[config.mk]
export PLATFORM = sky130hd
export DESIGN_NAME = video_frame_rtp_packetizer
export DESIGN_NICKNAME = d
export VERILOG_FILES = /design/src/rtl/vfrp_pkg.sv /design/src/rtl/vfrp_cmdq.sv /design/src/rtl/vfrp_front.sv /design/src/rtl/vfrp_back.sv /design/src/rtl/video_frame_rtp_packetizer.sv
export SDC_FILE = /design/constraint.sdc
export NUM_CORES = 1
export LEC_CHECK = 0
export ABC_AREA = 0
export BUFFER_PORTS_ARGS = -buffer_cell sky130_fd_sc_hd__buf_2
export CAP_MARGIN = 20
export CORE_MARGIN = 2
export CORE_UTILIZATION = 55
export DETAILED_ROUTE_END_ITERATION = 12
export GPL_TIMING_DRIVEN = 0
export PLACE_DENSITY = 0.79
export SYNTH_ARGS = -nofsm -noshare
export SYNTH_HDL_FRONTEND = slang
export SYNTH_SLANG_ARGS = --single-unit
[constraint.sdc]
create_clock -name clk -period 7.5 [get_ports clk]
set_input_delay 0.75 -clock clk [delete_from_list [all_inputs] [get_ports clk]]
set_output_delay 0.75 -clock clk [all_outputs]
set_load 0.005 [all_outputs]
[src/rtl/vfrp_pkg.sv]
// shared types and constants of the video frame packetizer
package vfrp_pkg;

	localparam int HEADER_BYTES = 30;
	localparam int HDR_W        = HEADER_BYTES * 8;
	localparam int HCNT_W       = $clog2(HEADER_BYTES + 1);
	localparam int FRAME_W      = 21;
	localparam int SEG_W        = 10;

	localparam logic [FRAME_W-1:0] MAX_FRAME_BYTES = 21'd1048576;
	localparam logic [SEG_W-1:0]   SEGMENT_CAP     = 10'd950;
	localparam logic [31:0]        MAGIC_WORD      = 32'h30316364;
	localparam logic [7:0]         VERSION_BYTE    = 8'h81;

	localparam logic [1:0] KIND_FIRST  = 2'd1;
	localparam logic [1:0] KIND_LAST   = 2'd2;
	localparam logic [1:0] KIND_MIDDLE = 2'd3;

	localparam int CMDQ_DEPTH = 4;
	localparam int CMDQ_AW    = $clog2(CMDQ_DEPTH);
	localparam int CMDQ_CW    = $clog2(CMDQ_DEPTH + 1);

	typedef enum logic [1:0] {
		REG_SIM_BCD,
		REG_CHANNEL,
		REG_PAYLOAD_TYPE,
		REG_MAX_SEGMENT
	} reg_index_t;

	localparam logic [47:0] SIM_RESET     = 48'h012345678901;
	localparam logic [7:0]  CHAN_RESET    = 8'd1;
	localparam logic [6:0]  PTYPE_RESET   = 7'd98;
	localparam logic [9:0]  MAXSEG_RESET  = 10'd950;

	typedef struct packed {
		logic [47:0]      sim_bcd;
		logic [7:0]       logical_channel;
		logic [6:0]       payload_type;
		logic [SEG_W-1:0] max_segment;
	} cfg_t;

	// one classified input byte, with its header fields when it opens a packet
	typedef struct packed {
		logic [7:0]       data;
		logic             pend;
		logic             open;
		logic             last;
		logic [6:0]       ptype;
		logic [15:0]      seq;
		logic [47:0]      sim;
		logic [7:0]       chan;
		logic             dtype;
		logic [1:0]       kind;
		logic [63:0]      ftime;
		logic [15:0]      igap;
		logic [15:0]      fgap;
		logic [SEG_W-1:0] seg;
	} cmd_t;

endpackage

[src/rtl/vfrp_cmdq.sv]
// small command queue between the classifier and the byte emitter
module vfrp_cmdq import vfrp_pkg::*; (
	input  logic clk,
	input  logic arst_n,
	input  logic wr_en,
	input  cmd_t wr_cmd,
	output logic full,
	input  logic rd_en,
	output cmd_t rd_cmd,
	output logic empty
);

	cmd_t               mem_q [CMDQ_DEPTH];
	logic [CMDQ_AW-1:0] wr_ptr_q;
	logic [CMDQ_AW-1:0] rd_ptr_q;
	logic [CMDQ_CW-1:0] count_q;
	logic               do_wr;
	logic               do_rd;

	assign full   = (count_q == CMDQ_CW'(CMDQ_DEPTH));
	assign empty  = (count_q == '0);
	assign do_wr  = wr_en && !full;
	assign do_rd  = rd_en && !empty;
	assign rd_cmd = mem_q[rd_ptr_q];

	always_ff @(posedge clk) begin
		if (do_wr) begin
			mem_q[wr_ptr_q] <= wr_cmd;
		end
	end

	always_ff @(posedge clk or negedge arst_n) begin
		if (!arst_n) begin
			wr_ptr_q <= '0;
			rd_ptr_q <= '0;
			count_q  <= '0;
		end else begin
			if (do_wr) begin
				wr_ptr_q <= (wr_ptr_q == CMDQ_AW'(CMDQ_DEPTH - 1)) ? '0 : wr_ptr_q + 1'b1;
			end
			if (do_rd) begin
				rd_ptr_q <= (rd_ptr_q == CMDQ_AW'(CMDQ_DEPTH - 1)) ? '0 : rd_ptr_q + 1'b1;
			end
			if (do_wr && !do_rd) begin
				count_q <= count_q + 1'b1;
			end else if (do_rd && !do_wr) begin
				count_q <= count_q - 1'b1;
			end
		end
	end

endmodule

[src/rtl/vfrp_front.sv]
// input side: frame bookkeeping and classification of each byte
module vfrp_front import vfrp_pkg::*; (
	input  logic               clk,
	input  logic               arst_n,
	input  cfg_t               cfg,
	input  logic               push,
	output logic               full,
	input  logic [7:0]         data_byte,
	input  logic               frame_start,
	input  logic [FRAME_W-1:0] frame_bytes,
	input  logic               is_idr,
	input  logic [63:0]        frame_time_ms,
	input  logic               q_full,
	output logic               q_push,
	output cmd_t               q_cmd
);

	logic [15:0]        seq_q;
	logic [FRAME_W-1:0] fbl_q;
	logic [SEG_W-1:0]   sbl_q;
	logic               first_q;
	logic [63:0]        cur_q;
	logic [15:0]        prev16_q;
	logic [15:0]        idr16_q;
	logic               seen_q;
	logic               idr_seen_q;
	logic               cur_idr_q;

	logic               accept;
	logic [FRAME_W-1:0] fb_clamp;
	logic [SEG_W-1:0]   lim;
	logic [FRAME_W-1:0] fbl;
	logic [SEG_W-1:0]   sbl;
	logic               first;
	logic [63:0]        cur;
	logic [15:0]        prev16;
	logic [15:0]        idr16;
	logic               idr_seen;
	logic               cur_idr;
	logic               active;
	logic               open;
	logic [SEG_W-1:0]   seg;
	logic               last;
	logic [SEG_W-1:0]   sbl_next;
	logic [FRAME_W-1:0] fbl_next;

	assign accept = push && !q_full;
	assign full   = q_full;

	always_comb begin
		if (frame_bytes == '0) begin
			fb_clamp = FRAME_W'(1);
		end else if (frame_bytes > MAX_FRAME_BYTES) begin
			fb_clamp = MAX_FRAME_BYTES;
		end else begin
			fb_clamp = frame_bytes;
		end
		if (cfg.max_segment == '0) begin
			lim = SEG_W'(1);
		end else if (cfg.max_segment > SEGMENT_CAP) begin
			lim = SEGMENT_CAP;
		end else begin
			lim = cfg.max_segment;
		end
	end

	// a new frame drops whatever was left of the old one
	assign fbl      = frame_start ? fb_clamp : fbl_q;
	assign sbl      = frame_start ? '0 : sbl_q;
	assign first    = frame_start ? 1'b1 : first_q;
	assign cur      = frame_start ? frame_time_ms : cur_q;
	assign prev16   = frame_start ? (seen_q ? cur_q[15:0] : frame_time_ms[15:0]) : prev16_q;
	assign idr16    = (frame_start && is_idr) ? frame_time_ms[15:0] : idr16_q;
	assign idr_seen = frame_start ? (idr_seen_q || is_idr) : idr_seen_q;
	assign cur_idr  = frame_start ? is_idr : cur_idr_q;

	assign active   = (fbl != '0);
	assign open     = (sbl == '0);
	assign last     = (fbl <= FRAME_W'(lim));
	assign seg      = last ? fbl[SEG_W-1:0] : lim;
	assign sbl_next = (open ? seg : sbl) - 1'b1;
	assign fbl_next = fbl - 1'b1;

	assign q_push = accept && active;

	always_comb begin
		q_cmd       = '0;
		q_cmd.data  = data_byte;
		q_cmd.pend  = (sbl_next == '0);
		q_cmd.open  = open;
		q_cmd.last  = last;
		q_cmd.ptype = cfg.payload_type;
		q_cmd.seq   = seq_q;
		q_cmd.sim   = cfg.sim_bcd;
		q_cmd.chan  = cfg.logical_channel;
		q_cmd.dtype = !cur_idr;
		q_cmd.kind  = first ? KIND_FIRST : (last ? KIND_LAST : KIND_MIDDLE);
		q_cmd.ftime = cur;
		q_cmd.igap  = idr_seen ? (cur[15:0] - idr16) : '0;
		q_cmd.fgap  = cur[15:0] - prev16;
		q_cmd.seg   = seg;
	end

	always_ff @(posedge clk or negedge arst_n) begin
		if (!arst_n) begin
			seq_q      <= '0;
			fbl_q      <= '0;
			sbl_q      <= '0;
			first_q    <= 1'b1;
			cur_q      <= '0;
			prev16_q   <= '0;
			idr16_q    <= '0;
			seen_q     <= 1'b0;
			idr_seen_q <= 1'b0;
			cur_idr_q  <= 1'b0;
		end else if (accept) begin
			cur_q      <= cur;
			prev16_q   <= prev16;
			idr16_q    <= idr16;
			seen_q     <= seen_q || frame_start;
			idr_seen_q <= idr_seen;
			cur_idr_q  <= cur_idr;
			if (active) begin
				fbl_q <= fbl_next;
				sbl_q <= sbl_next;
				if (open) begin
					seq_q   <= seq_q + 1'b1;
					first_q <= 1'b0;
				end else begin
					first_q <= first;
				end
			end else begin
				fbl_q   <= fbl;
				sbl_q   <= sbl;
				first_q <= first;
			end
		end
	end

endmodule

[src/rtl/vfrp_back.sv]
// output side: header serialiser and result register
module vfrp_back import vfrp_pkg::*; (
	input  logic       clk,
	input  logic       arst_n,
	input  logic       q_empty,
	input  cmd_t       q_cmd,
	output logic       q_pop,
	input  logic       pop,
	output logic       empty,
	output logic [7:0] out_byte,
	output logic       packet_end,
	output logic       run_end
);

	logic              cur_valid_q;
	logic [HCNT_W-1:0] hdr_left_q;
	logic [HDR_W-1:0]  hdr_q;
	logic [7:0]        data_q;
	logic              pend_q;
	logic              ovalid_q;
	logic [7:0]        obyte_q;
	logic              opend_q;
	logic              orun_q;

	logic              pop_fire;
	logic              produce;
	logic              is_pay;
	logic              take;
	logic [HDR_W-1:0]  hdr_new;

	assign pop_fire = pop && ovalid_q;
	assign produce  = cur_valid_q && (!ovalid_q || pop_fire);
	assign is_pay   = (hdr_left_q == '0);
	assign take     = !q_empty && (!cur_valid_q || (produce && is_pay));
	assign q_pop    = take;

	assign hdr_new = {MAGIC_WORD, VERSION_BYTE, q_cmd.last, q_cmd.ptype, q_cmd.seq,
		q_cmd.sim, q_cmd.chan, 3'b000, q_cmd.dtype, 2'b00, q_cmd.kind,
		q_cmd.ftime, q_cmd.igap, q_cmd.fgap, 6'd0, q_cmd.seg};

	assign empty      = !ovalid_q;
	assign out_byte   = obyte_q;
	assign packet_end = opend_q;
	assign run_end    = orun_q;

	always_ff @(posedge clk) begin
		if (take) begin
			hdr_q  <= hdr_new;
			data_q <= q_cmd.data;
			pend_q <= q_cmd.pend;
		end else if (produce && !is_pay) begin
			hdr_q <= {hdr_q[HDR_W-9:0], 8'h00};
		end
		if (produce) begin
			obyte_q <= is_pay ? data_q : hdr_q[HDR_W-1 -: 8];
			opend_q <= is_pay && pend_q;
			orun_q  <= is_pay;
		end
	end

	always_ff @(posedge clk or negedge arst_n) begin
		if (!arst_n) begin
			cur_valid_q <= 1'b0;
			hdr_left_q  <= '0;
			ovalid_q    <= 1'b0;
		end else begin
			if (take) begin
				cur_valid_q <= 1'b1;
				hdr_left_q  <= q_cmd.open ? HCNT_W'(HEADER_BYTES) : '0;
			end else if (produce && is_pay) begin
				cur_valid_q <= 1'b0;
			end else if (produce) begin
				hdr_left_q <= hdr_left_q - 1'b1;
			end
			if (produce) begin
				ovalid_q <= 1'b1;
			end else if (pop_fire) begin
				ovalid_q <= 1'b0;
			end
		end
	end

endmodule

[src/rtl/video_frame_rtp_packetizer.sv]
// top level of the video frame packetizer: config registers and the two halves
//
// channel   direction  handshake              payload
// input     in         push / full            data_byte frame_start frame_bytes is_idr frame_time_ms
// result    out        empty / pop            out_byte packet_end run_end
// config    in         cfg_wr_en (no wait)    cfg_index cfg_data
//
// one input item is taken per cycle while the command queue has room
// a byte that opens a packet gives 31 result items (30 header bytes, then the byte),
// so it keeps the emitter busy until all of them are produced; every other byte gives one item
// the emitter's single byte-wide result register sets the output rate of one item a cycle while results are taken
// reset is asynchronous and clears all control state at once; no clearing pass
// either side may stall: the 4-deep command queue and the result register decouple them
module video_frame_rtp_packetizer import vfrp_pkg::*; (
	input  logic               clk,
	input  logic               arst_n,
	input  logic               push,
	output logic               full,
	input  logic [7:0]         data_byte,
	input  logic               frame_start,
	input  logic [FRAME_W-1:0] frame_bytes,
	input  logic               is_idr,
	input  logic [63:0]        frame_time_ms,
	output logic               empty,
	input  logic               pop,
	output logic [7:0]         out_byte,
	output logic               packet_end,
	output logic               run_end,
	input  logic               cfg_wr_en,
	input  logic [1:0]         cfg_index,
	input  logic [47:0]        cfg_data
);

	cfg_t cfg_q;
	logic q_push;
	logic q_full;
	logic q_pop;
	logic q_empty;
	cmd_t q_wr_cmd;
	cmd_t q_rd_cmd;

	// register file; the user must write it only while the block is idle, the block does not enforce it
	always_ff @(posedge clk or negedge arst_n) begin
		if (!arst_n) begin
			cfg_q.sim_bcd         <= SIM_RESET;
			cfg_q.logical_channel <= CHAN_RESET;
			cfg_q.payload_type    <= PTYPE_RESET;
			cfg_q.max_segment     <= MAXSEG_RESET;
		end else if (cfg_wr_en) begin
			case (reg_index_t'(cfg_index))
				REG_SIM_BCD:      cfg_q.sim_bcd         <= cfg_data;
				REG_CHANNEL:      cfg_q.logical_channel <= cfg_data[7:0];
				REG_PAYLOAD_TYPE: cfg_q.payload_type    <= cfg_data[6:0];
				REG_MAX_SEGMENT:  cfg_q.max_segment     <= cfg_data[SEG_W-1:0];
				default: begin
				end
			endcase
		end
	end

	// front: frame state, segment cutting, header field capture
	vfrp_front u_front (
		.clk           (clk),
		.arst_n        (arst_n),
		.cfg           (cfg_q),
		.push          (push),
		.full          (full),
		.data_byte     (data_byte),
		.frame_start   (frame_start),
		.frame_bytes   (frame_bytes),
		.is_idr        (is_idr),
		.frame_time_ms (frame_time_ms),
		.q_full        (q_full),
		.q_push        (q_push),
		.q_cmd         (q_wr_cmd)
	);

	// classified items waiting for the emitter
	vfrp_cmdq u_cmdq (
		.clk    (clk),
		.arst_n (arst_n),
		.wr_en  (q_push),
		.wr_cmd (q_wr_cmd),
		.full   (q_full),
		.rd_en  (q_pop),
		.rd_cmd (q_rd_cmd),
		.empty  (q_empty)
	);

	// back: header bytes when a packet opens, then the payload byte, one per cycle while results are taken
	vfrp_back u_back (
		.clk        (clk),
		.arst_n     (arst_n),
		.q_empty    (q_empty),
		.q_cmd      (q_rd_cmd),
		.q_pop      (q_pop),
		.pop        (pop),
		.empty      (empty),
		.out_byte   (out_byte),
		.packet_end (packet_end),
		.run_end    (run_end)
	);

endmodule

# Word-level counts from Yosys, hierarchy flattened
# Memories as Yosys holds them, arrays and structs flattened.
# Index checks and enable logic that the tools add are counted.
[word_totals]
output_inout_bits = 12
ram_bits = 796
elab_cells = 131
memories = 1
ff_bits = 493
[classes]
add_sub_neg = 10
n_reduce_logical = 44
n_mux = 39
magnitude_cmp = 3
eq_ne = 7
[memory_table]
columns = ["memory", "words", "width", "read_ports", "rd_ports_with_merged_regs", "wr", "line", "rtl"]
rows = [
  ["u_cmdq.mem_q", 4, 199, 1, 0, 1, "vfrp_cmdq.sv:13", "cmd_t mem_q [CMDQ_DEPTH];"],
]
[ops]
columns = ["operator", "n"]
rows = [
  ["two-way mux 200 bit", 2],
  ["two-way mux 21 bit", 4],
  ["two-way mux 16 bit", 4],
  ["two-way mux 64 bit", 1],
  ["two-way mux 10 bit", 6],
  ["subtractor 16 bit", 2],
  ["zero test 10 bit", 3],
  ["> comparator 21 bit, second input constant", 1],
  ["less-or-equal comparator 21 x 10 -> 1 bit", 1],
  ["zero test 21 bit", 1],
  ["nonzero test 21 bit", 1],
  ["subtractor 21 x 1 -> 21 bit, second input constant", 1],
  ["two-way mux 5 bit", 4],
  ["adder 16 x 1 -> 16 bit, second input constant", 1],
  ["logical AND 1 bit", 13],
  ["two-way mux 1 bit", 12],
  ["> comparator 10 bit, second input constant", 1],
  ["AND reduction 2 bit", 5],
  ["nonzero test 2 bit", 5],
  ["subtractor 10 x 1 -> 10 bit, second input constant", 1],
  ["equality test 2 bit, second input constant", 4],
  ["zero test 1 bit", 8],
  ["two-way mux 8 bit", 1],
  ["two-way mux 2 bit", 3],
  ["other kinds (13)", 18],
]

# Depth between registers and ports, before layout
# Gate-level depths: netlist of the first run.
[logic_depth]
depth_word = 11
mapped_depth = 20

# Modules after synthesis
# Synthesis of the first run repeated with hierarchy kept, for this count alone.
[hier_totals]
cells_unflattened = 3203
area_unflattened_um2 = 53179.8
[modules_own_cells]
columns = ["mod", "n_inst", "cells_per_inst", "area_each_um2"]
rows = [
  ["vfrp_cmdq", 1, 1077, 29360.7],
  ["vfrp_front", 1, 1239, 10625.2],
  ["vfrp_back", 1, 732, 10446.3],
  ["video_frame_rtp_packetizer", 1, 155, 2747.6],
]

# Least setup slack after synthesis of the first run
# No wires, ideal clock.
[synth_path]
path_type = "in2reg"
startpoint = "input port frame_bytes[19]"
endpoint = "memory u_cmdq.mem_q[3][0] (netlist name), enable pin"
setup_ps = 585
arrival_ps = 6751
stages = 9
path_slack_ps = 165
required_ps = 6915
path_cell_list = "nor4_1 nand4_1 o21ai_0 o211ai_1 ha_1 nand3_1 or3_1 clkbuf_1 and3_1"
[synth_between]
elab_chain_len = 9
elab_cells_between_ends = 10
cone_classes = "order compare: 1; mux: 5; reduce/logical: 4"
[synth_rtl]
columns = ["item", "line", "rtl"]
rows = [
  ["from (decl)", "video_frame_rtp_packetizer.sv:21", "input logic [FRAME_W-1:0] frame_bytes,"],
  ["> comparator 21 bit", "vfrp_front.sv:53", "end else if (frame_bytes > MAX_FRAME_BYTES) begin"],
  ["two-way mux 21 bit", "vfrp_front.sv:53", ""],
  ["two-way mux 21 bit *", "vfrp_front.sv:51", "if (frame_bytes == '0) begin"],
  ["two-way mux 21 bit *", "vfrp_front.sv:68", "assign fbl = frame_start ? fb_clamp : fbl_q;"],
  ["nonzero test 21 bit *", "vfrp_front.sv:77", "assign active = (fbl != '0);"],
  ["logical AND 1 bit *", "vfrp_front.sv:84", "assign q_push = accept && active;"],
  ["logical AND 1 bit *", "vfrp_cmdq.sv:22", "assign do_wr = wr_en && !full;"],
  ["two-way mux 1 bit *", "vfrp_cmdq.sv:27", "if (do_wr) begin"],
  ["two-way mux 1 bit (implied by the code) *", "vfrp_cmdq.sv:28", "mem_q[wr_ptr_q] <= wr_cmd;"],
  ["to (decl)", "vfrp_cmdq.sv:13", ""],
]
# Mark *: on every way between the ends. The rest lies on a longest branch, timed or not.

==> results.json, run 1 <==
{
  "grt_max_degree": 104,
  "numCtsBuffers": 131,
  "coreArea_um2": 93200,
  "worstSetupPathType": "primary input to register",
  "chipHeight_um": 311,
  "endpoint_kind": "register",
  "crit_buf_inv": 6,
  "p_per_area_nw_per_um2": 407,
  "totalWireLength_um": 114000,
  "layout_commonest_cell": "edfxtp_1",
  "yosysWarnings": 0,
  "cts_root_buf": "clkbuf_16",
  "die_w_um": 311,
  "path_delay_family": "buffers and inverters",
  "globalRouteOverflowTotal": 0,
  "rows": 112,
  "finalMaxSlewViolations": 0,
  "dp_slack_ps": 1320,
  "ys_seq_area_share_pct": 71.7,
  "cts_tree": "done",
  "synth_flop_cell": "edfxtp_1",
  "maxSlewHeadroom_pct": 26.2,
  "drc": 0,
  "syn-cell-area_um2": 51700,
  "setup_ws_ps": 1900,
  "clk_latency_ps": 760,
  "timing.rr.end": "u_cmdq.mem_q[0][190]",
  "timing.rr.start": "cfg_q[7]",
  "drt-vias-per-instance": 6.05,
  "cts.repair.resized": 0,
  "grt_pass1_wl_um": 174000,
  "total_power_mw": 24.0,
  "worst_ep_arrival_time_ps": 6090,
  "worst_setup_path_start_kind": "primary input",
  "syn_inst": 2967,
  "drv_cap": 0,
  "fin_setup_tns_ps": 0,
  "drtPass1Iterations": 7,
  "synth.ff_latch_count": 1289,
  "clk_pin_slew_ps": 60,
  "first_global_vias": 28600,
  "p_leak_nw": 21.0,
  "grt.total_usage_pct": 23.8,
  "fp.dieArea_um2": 96500,
  "finalHoldViolCount": 0,
  "io_buffer_count": 160,
  "synth_edf_count": 1004,
  "fmax_mhz": 179,
  "setup_viol": 0,
  "slowest_delay_ps": 620,
  "fin_nets": 3493,
  "numClockSinks": 1289,
  "outcome": "complete, no violations",
  "antenna_found_initial": 5,
  "critPathMaxFanout": 10,
  "max_slew.worst_pin.slew_ps": 1110,
  "async_flop_share_pct": 18.2,
  "place.gp.congestion": 0.896,
  "r2r_slack_ps": 2000,
  "worst_hold_slack_ps": 227,
  "hold_buffers": 1,
  "avgSynthCellArea_um2": 17.4,
  "synthToLayoutAreaGrowth_pct": 14.0,
  "wl_per_cell_um": 24.5,
  "hold_depth": 1,
  "drive_above_1_share_pct": 25.0,
  "crit_top_cell": "clkbuf_1",
  "clk_path_buf_depth": 3,
  "path_cells": "buf_2 -> buf_4 -> clkbuf_8 -> clkbuf_1 -> clkbuf_1 -> clkbuf_1 -> a21oi_1 -> ha_1 -> fa_1 -> nor2b_1 -> o21ai_0 -> a21boi_0 -> o21ai_0 -> a21boi_0 -> o2111ai_1 -> a31oi_1 -> a21o_1 -> a21oi_1 -> xnor2_1",
  "ctsHtreeMaxLevel": 4,
  "antenna_left": 0,
  "fin_crit_sh_pct": 74.7,
  "final_cell_mix": "edfxtp_1, nand2_1, mux2_2",
  "layout_min_cycle_time_ps": 5600,
  "synth_fp_nets": 3172,
  "critPathRequiredTime_ps": 7990,
  "rsz0062_at_grt": "no",
  "num_io_pins": 162,
  "rr_worst_depth": 19,
  "initial_utilization_pct": 55.5,
  "synthDistinctLibCells": 82,
  "post_cts_buffers": 0,
  "vias": 28200,
  "hpwl_um": 73700,
  "irDropWorstVdd_uv": 241,
  "fin_skew_ps": 28.9,
  "crit_slowest_cell": "clkbuf_1",
  "hold_class": "primary input to register",
  "min_to": "u_cmdq.mem_q[2][194]",
  "min_from": "data_byte[3]",
  "first_iter_violations": 2827
}
[per-layer routing]
| layer | GRT usage [%] | vias up | part of all wire [%] |
|---|---|---|---|
| li1 | - | 12300 | - |
| met1 | 32.8 | 14600 | 41 |
| met2 | 38.8 | 1098 | 50 |
| met3 | 4.19 | 195 | 6.8 |
| met4 | 7.84 | 2 | 2.8 |
| met5 | 0 | - | 0.011 |
[stage by stage]
stage	instance area [um^2]	utilization (%)	cells
floorplan	51700	-	2967
detailed placement	54700	58.7	4406
CTS	58900	63.2	4651
finish	59000	63.3	4655
global placement	54100	58.0	4381
global route	58900	63.3	4653
[synthesized netlist by cell type, types with 10 or more instances]
cell      instances  share of area [%]
xor2_1           23               0.39
mux2_2          207                4.5
nand2b_1         11               0.13
a22o_1          193                3.3
inv_1            43               0.31
nor2b_1          13               0.16
nor3_1           22               0.21
nor2_1          101               0.73
edfxtp_1       1004                 58
a21oi_1          84               0.81
nor4_1           10               0.12
dfrtp_1         206                 10
xnor2_1          47               0.80
nand2_1         220                1.6
o21ai_0          78               0.75
dfstp_2          28                1.4
and2_1           12               0.15
a22oi_1          10               0.15
buf_1            29               0.21
mux4_2          199                8.7
mux2i_1          36               0.70
nand3_1          38               0.37
ha_1             52                1.3
dfxtp_1          51                2.0
clkbuf_1        119               0.86
[layout make-up]
| cell class | count | area (um^2) |
|---|---|---|
| Clock buffer | 187 | 3670 |
| Fill cell | 6252 | 34200 |
| Tap cell | 1254 | 1570 |
| Timing Repair Buffer | 188 | 1460 |
| Inverter | 46 | 173 |
| Multi-Input combinational cell | 1476 | 13900 |
| Antenna cell | 2 | 5.00 |
| Clock inverter | 57 | 512 |
| Buffer | 156 | 637 |
| Sequential cell | 1289 | 37100 |
[flip-flops by register name, indices dropped and copies added (netlist names), 3 cells and up]
name / count
u_cmdq.mem_q: 796
u_back.hdr_q: 240
cfg_q: 73
u_front.cur_q: 64
u_front.fbl_q: 21
u_front.idr16_q: 16
u_front.prev16_q: 16
u_front.seq_q: 16
u_front.sbl_q: 10
u_back.data_q: 8
u_back.out_byte: 8
u_back.hdr_left_q: 5
u_cmdq.count_q: 3
[report_power, final]
| group | leakage [nW] | switching [mW] | internal, mW | total [mW] |
|---|---|---|---|---|
| sequential | 12.6 | 0.831 | 10.5 | 11.3 |
| clock | 2.04 | 2.76 | 3.54 | 6.30 |
| combinational | 6.37 | 3.69 | 2.72 | 6.41 |
[logic make-up (layout without fill, tap and decap cells)]
| family | after synthesis | after routing | share of synthesized area [%] |
|---|---|---|---|
| flops | 1289 | 1289 | 71.7 |
| fa+ha+maj | 55 | 55 | 1.37 |
| buf+inv | 202 | 634 | 1.57 |
| mux | 442 | 442 | 13.9 |
| simple gates | 477 | 477 | 4.21 |
| other cells | 0 | 2 | 0 |
| compound gates | 432 | 432 | 6.11 |
| xor+xnor | 70 | 70 | 1.19 |
[how the worst max path moves through the flow]
stage | start | to | slack (ps) | cells after the start
floorplan | frame_bytes[19] | u_cmdq.mem_q[3][0] | 160 | 9
global placement | frame_bytes[19] | u_cmdq.mem_q[0][143] | -4380 | 10
detailed placement | frame_start | u_cmdq.mem_q[1][25] | 1320 | 19
CTS | cfg_q[7] | u_cmdq.mem_q[0][190] | 2040 | 19
global route | frame_start | u_cmdq.mem_q[1][24] | 1640 | 19
finish | frame_start | u_cmdq.mem_q[1][24] | 1900 | 19
Power figures use the tool's default switching activity.
==> run 2, diff against run 1 <==
--- a/config.mk
+++ b/config.mk
@@ -12,7 +12,7 @@
 export CORE_UTILIZATION = 55
 export DETAILED_ROUTE_END_ITERATION = 12
 export GPL_TIMING_DRIVEN = 0
-export PLACE_DENSITY = 0.79
+export PLACE_DENSITY = 0.82
 export SYNTH_ARGS = -nofsm -noshare
 export SYNTH_HDL_FRONTEND = slang
 export SYNTH_SLANG_ARGS = --single-unit
==> constraint.sdc (replaced) <==
create_clock -name clk -period 4.9 [get_ports clk]
set_input_delay 0.49 -clock clk [delete_from_list [all_inputs] [get_ports clk]]
set_output_delay 0.49 -clock clk [all_outputs]
set_load 0.005 [all_outputs]
==> run 2 against run 1 <==
  * Utilization grew 0.82 points
  * Global-route usage increased by 0.66 points
  * Critical endpoint is now u_cmdq.mem_q[2][190]
  * Clock power is 63% higher
  * Cell count is 0.95% higher
==> results.json, run 2 (synthesized netlist as in run 1, its figures left out) <==
{
  "chipHeight_um": 311,
  "num_io_pins": 162,
  "totalWireLength_um": 118000,
  "antenna_left": 0,
  "initial_utilization_pct": 55.5,
  "internal-power_mw": 26.3,
  "slowest_delay_ps": 580,
  "setup_viol": 0,
  "cts_root_buf": "clkbuf_16",
  "dp_slack_ps": -976,
  "layout_min_cycle_time_ps": 4760,
  "layout_commonest_cell": "edfxtp_1",
  "worst_hold_slack_ps": 38.9,
  "grt.total_usage_pct": 24.5,
  "endpoint_kind": "register",
  "worst_ep_arrival_time_ps": 5350,
  "io_buffer_count": 160,
  "path_cells": "nand3_1 -> or2_2 -> a21oi_4 -> nor2_2 -> ha_1 -> o21ai_0 -> a21oi_1 -> o31ai_1 -> a21oi_2 -> clkbuf_8 -> nor3_1 -> a21o_1 -> inv_2 -> a22oi_2 -> ha_2 -> nand4_4 -> xnor2_1 -> or4_4 -> a211oi_4 -> buf_4",
  "drt-vias-per-instance": 6.11,
  "antenna_found_initial": 11,
  "clk_pin_slew_ps": 60,
  "irDropWorstVdd_uv": 443,
  "p_seq_share_pct": 46.2,
  "vias": 28700,
  "ctsHtreeMaxLevel": 4,
  "p_leak_nw": 21.3,
  "largest_reg_flops": 796,
  "swShare_pct": 30.0,
  "cts_tree": "done",
  "drive_above_1_share_pct": 25.6,
  "p_comb_share_pct": 26.4,
  "fmax_mhz": 210,
  "top_regs": "u_cmdq.mem_q x796, u_back.hdr_q x240, cfg_q x73",
  "hold_class": "primary input to register",
  "clk_path_buf_depth": 3,
  "clk_latency_ps": 760,
  "max_slew.worst_pin.slew_ps": 1090,
  "numCtsBuffers": 132,
  "crit_slowest_cell": "dfstp_2",
  "fin_crit_sh_pct": 97.1,
  "rsz0062_at_grt": "no",
  "fin_skew_ps": 42.1,
  "drtPass1Iterations": 8,
  "finalMaxSlewViolations": 0,
  "fp.dieArea_um2": 96500,
  "final_cell_mix": "edfxtp_1, nand2_1, mux2_2",
  "die_w_um": 311,
  "largest_register": "u_cmdq.mem_q",
  "fin_cells": 4699,
  "outcome": "complete, no violations",
  "worst_setup_path_start_kind": "register",
  "drc": 0,
  "grt_max_degree": 105,
  "pwr-share-clk_pct": 27.4,
  "critPathMaxFanout": 10,
  "hpwl_um": 74200,
  "power_switching_mw": 11.3,
  "rows": 112,
  "first_iter_violations": 3133,
  "setup_ws_ps": 141,
  "first_global_vias": 29200,
  "worstSetupPathType": "register to register",
  "drv_cap": 0,
  "finalHoldViolCount": 0,
  "fin_nets": 3538,
  "globalRouteOverflowTotal": 0,
  "place.gp.congestion": 0.908,
  "critPathRequiredTime_ps": 5490,
  "coreArea_um2": 93200,
  "numClockSinks": 1289,
  "grt_pass1_wl_um": 178000,
  "maxSlewHeadroom_pct": 27.2,
  "wl_per_cell_um": 25.1,
  "p_per_area_nw_per_um2": 629,
  "dp_cells": 4403,
  "synthToLayoutAreaGrowth_pct": 15.5
}
-- run 2: worst paths after layout --
check | from | endpoint | slack (ps) | cells past startpoint
worst max-delay path | cfg_q[9] | u_cmdq.mem_q[2][190] | 140 | 20
worst min-delay path | cfg_data[34] | cfg_q[59] | 40 | 2
worst max register to register | cfg_q[9] | u_cmdq.mem_q[2][190] | 140 | 20
worst min register to register | u_back.hdr_q[230] | u_back.hdr_q[238] | 450 | 2
max in group asynchronous | arst_n | cfg_q[52] | 3750 | 3
min in group asynchronous | arst_n | u_front.fbl_q[10] | 240 | 2
-- run 2: stage by stage --
stage / utilization (%) / setup TNS (ps) / total power, mW / cell area [um^2]
6_report: 64.1 / 0 / 37.5 / 59700
5_1_grt: 64.1 / 0 / 39.1 / 59700
4_1_cts: 64.0 / 0 / 37.6 / 59600
3_5_place_dp: 58.7 / -35500 / 27.2 / 54700
3_3_place_gp: 58.0 / -2576810 / 26.8 / 54100
2_1_floorplan: - / 0 / 23.9 / 51700
-- run 2: power groups by stage --
stage	registers (mW)	clock network, mW	logic [mW]
3_5_place_dp	17.5	0	9.73
6_report	17.3	10.3	9.92
5_1_grt	17.6	10.8	10.7
3_3_place_gp	17.6	0	9.15
2_1_floorplan	17.1	0	6.82
4_1_cts	17.3	10.4	9.90
-- run 2: final cells by class --
type	instances	area, um^2
Multi-Input combinational cell	1476	13900
Sequential cell	1289	37100
Antenna cell	4	10.0
Inverter	46	173
Clock inverter	60	737
Clock buffer	182	3720
Tap cell	1254	1570
Buffer	154	633
Timing Repair Buffer	234	1860
Fill cell	6113	33500
-- run 2: metal layers --
layer | track usage [%] | wire length (um) | vias to the layer above
li1 | - | - | 12400
met1 | 33.1 | 46300 | 14700
met2 | 40.2 | 58700 | 1328
met3 | 4.59 | 9180 | 253
met4 | 8.51 | 3620 | 8
met5 | 0 | 49 | -
-- run 2: repair_timing --
| item | CTS | global route |
|---|---|---|
| resized for setup | 9 | 11 |
| setup endpoints to repair | 12 | 12 |
| hold buffers | 46 | 0 |
| pin swaps | 1 | 1 |
| setup buffers | 3 | 3 |
| hold endpoints to repair | 106 | 0 |
-- run 2: worst max-delay path, delay by kind of cell, from the launching register on --
kind / cells / cell delay (ps)
and+or+nand+nor: 6 / 1350
DFF: 1 / 580
AOI/OAI and AO/OA: 8 / 1450
adders and majority gates: 2 / 580
buffers and inverters: 3 / 440
xor gates and xnor gates: 1 / 190
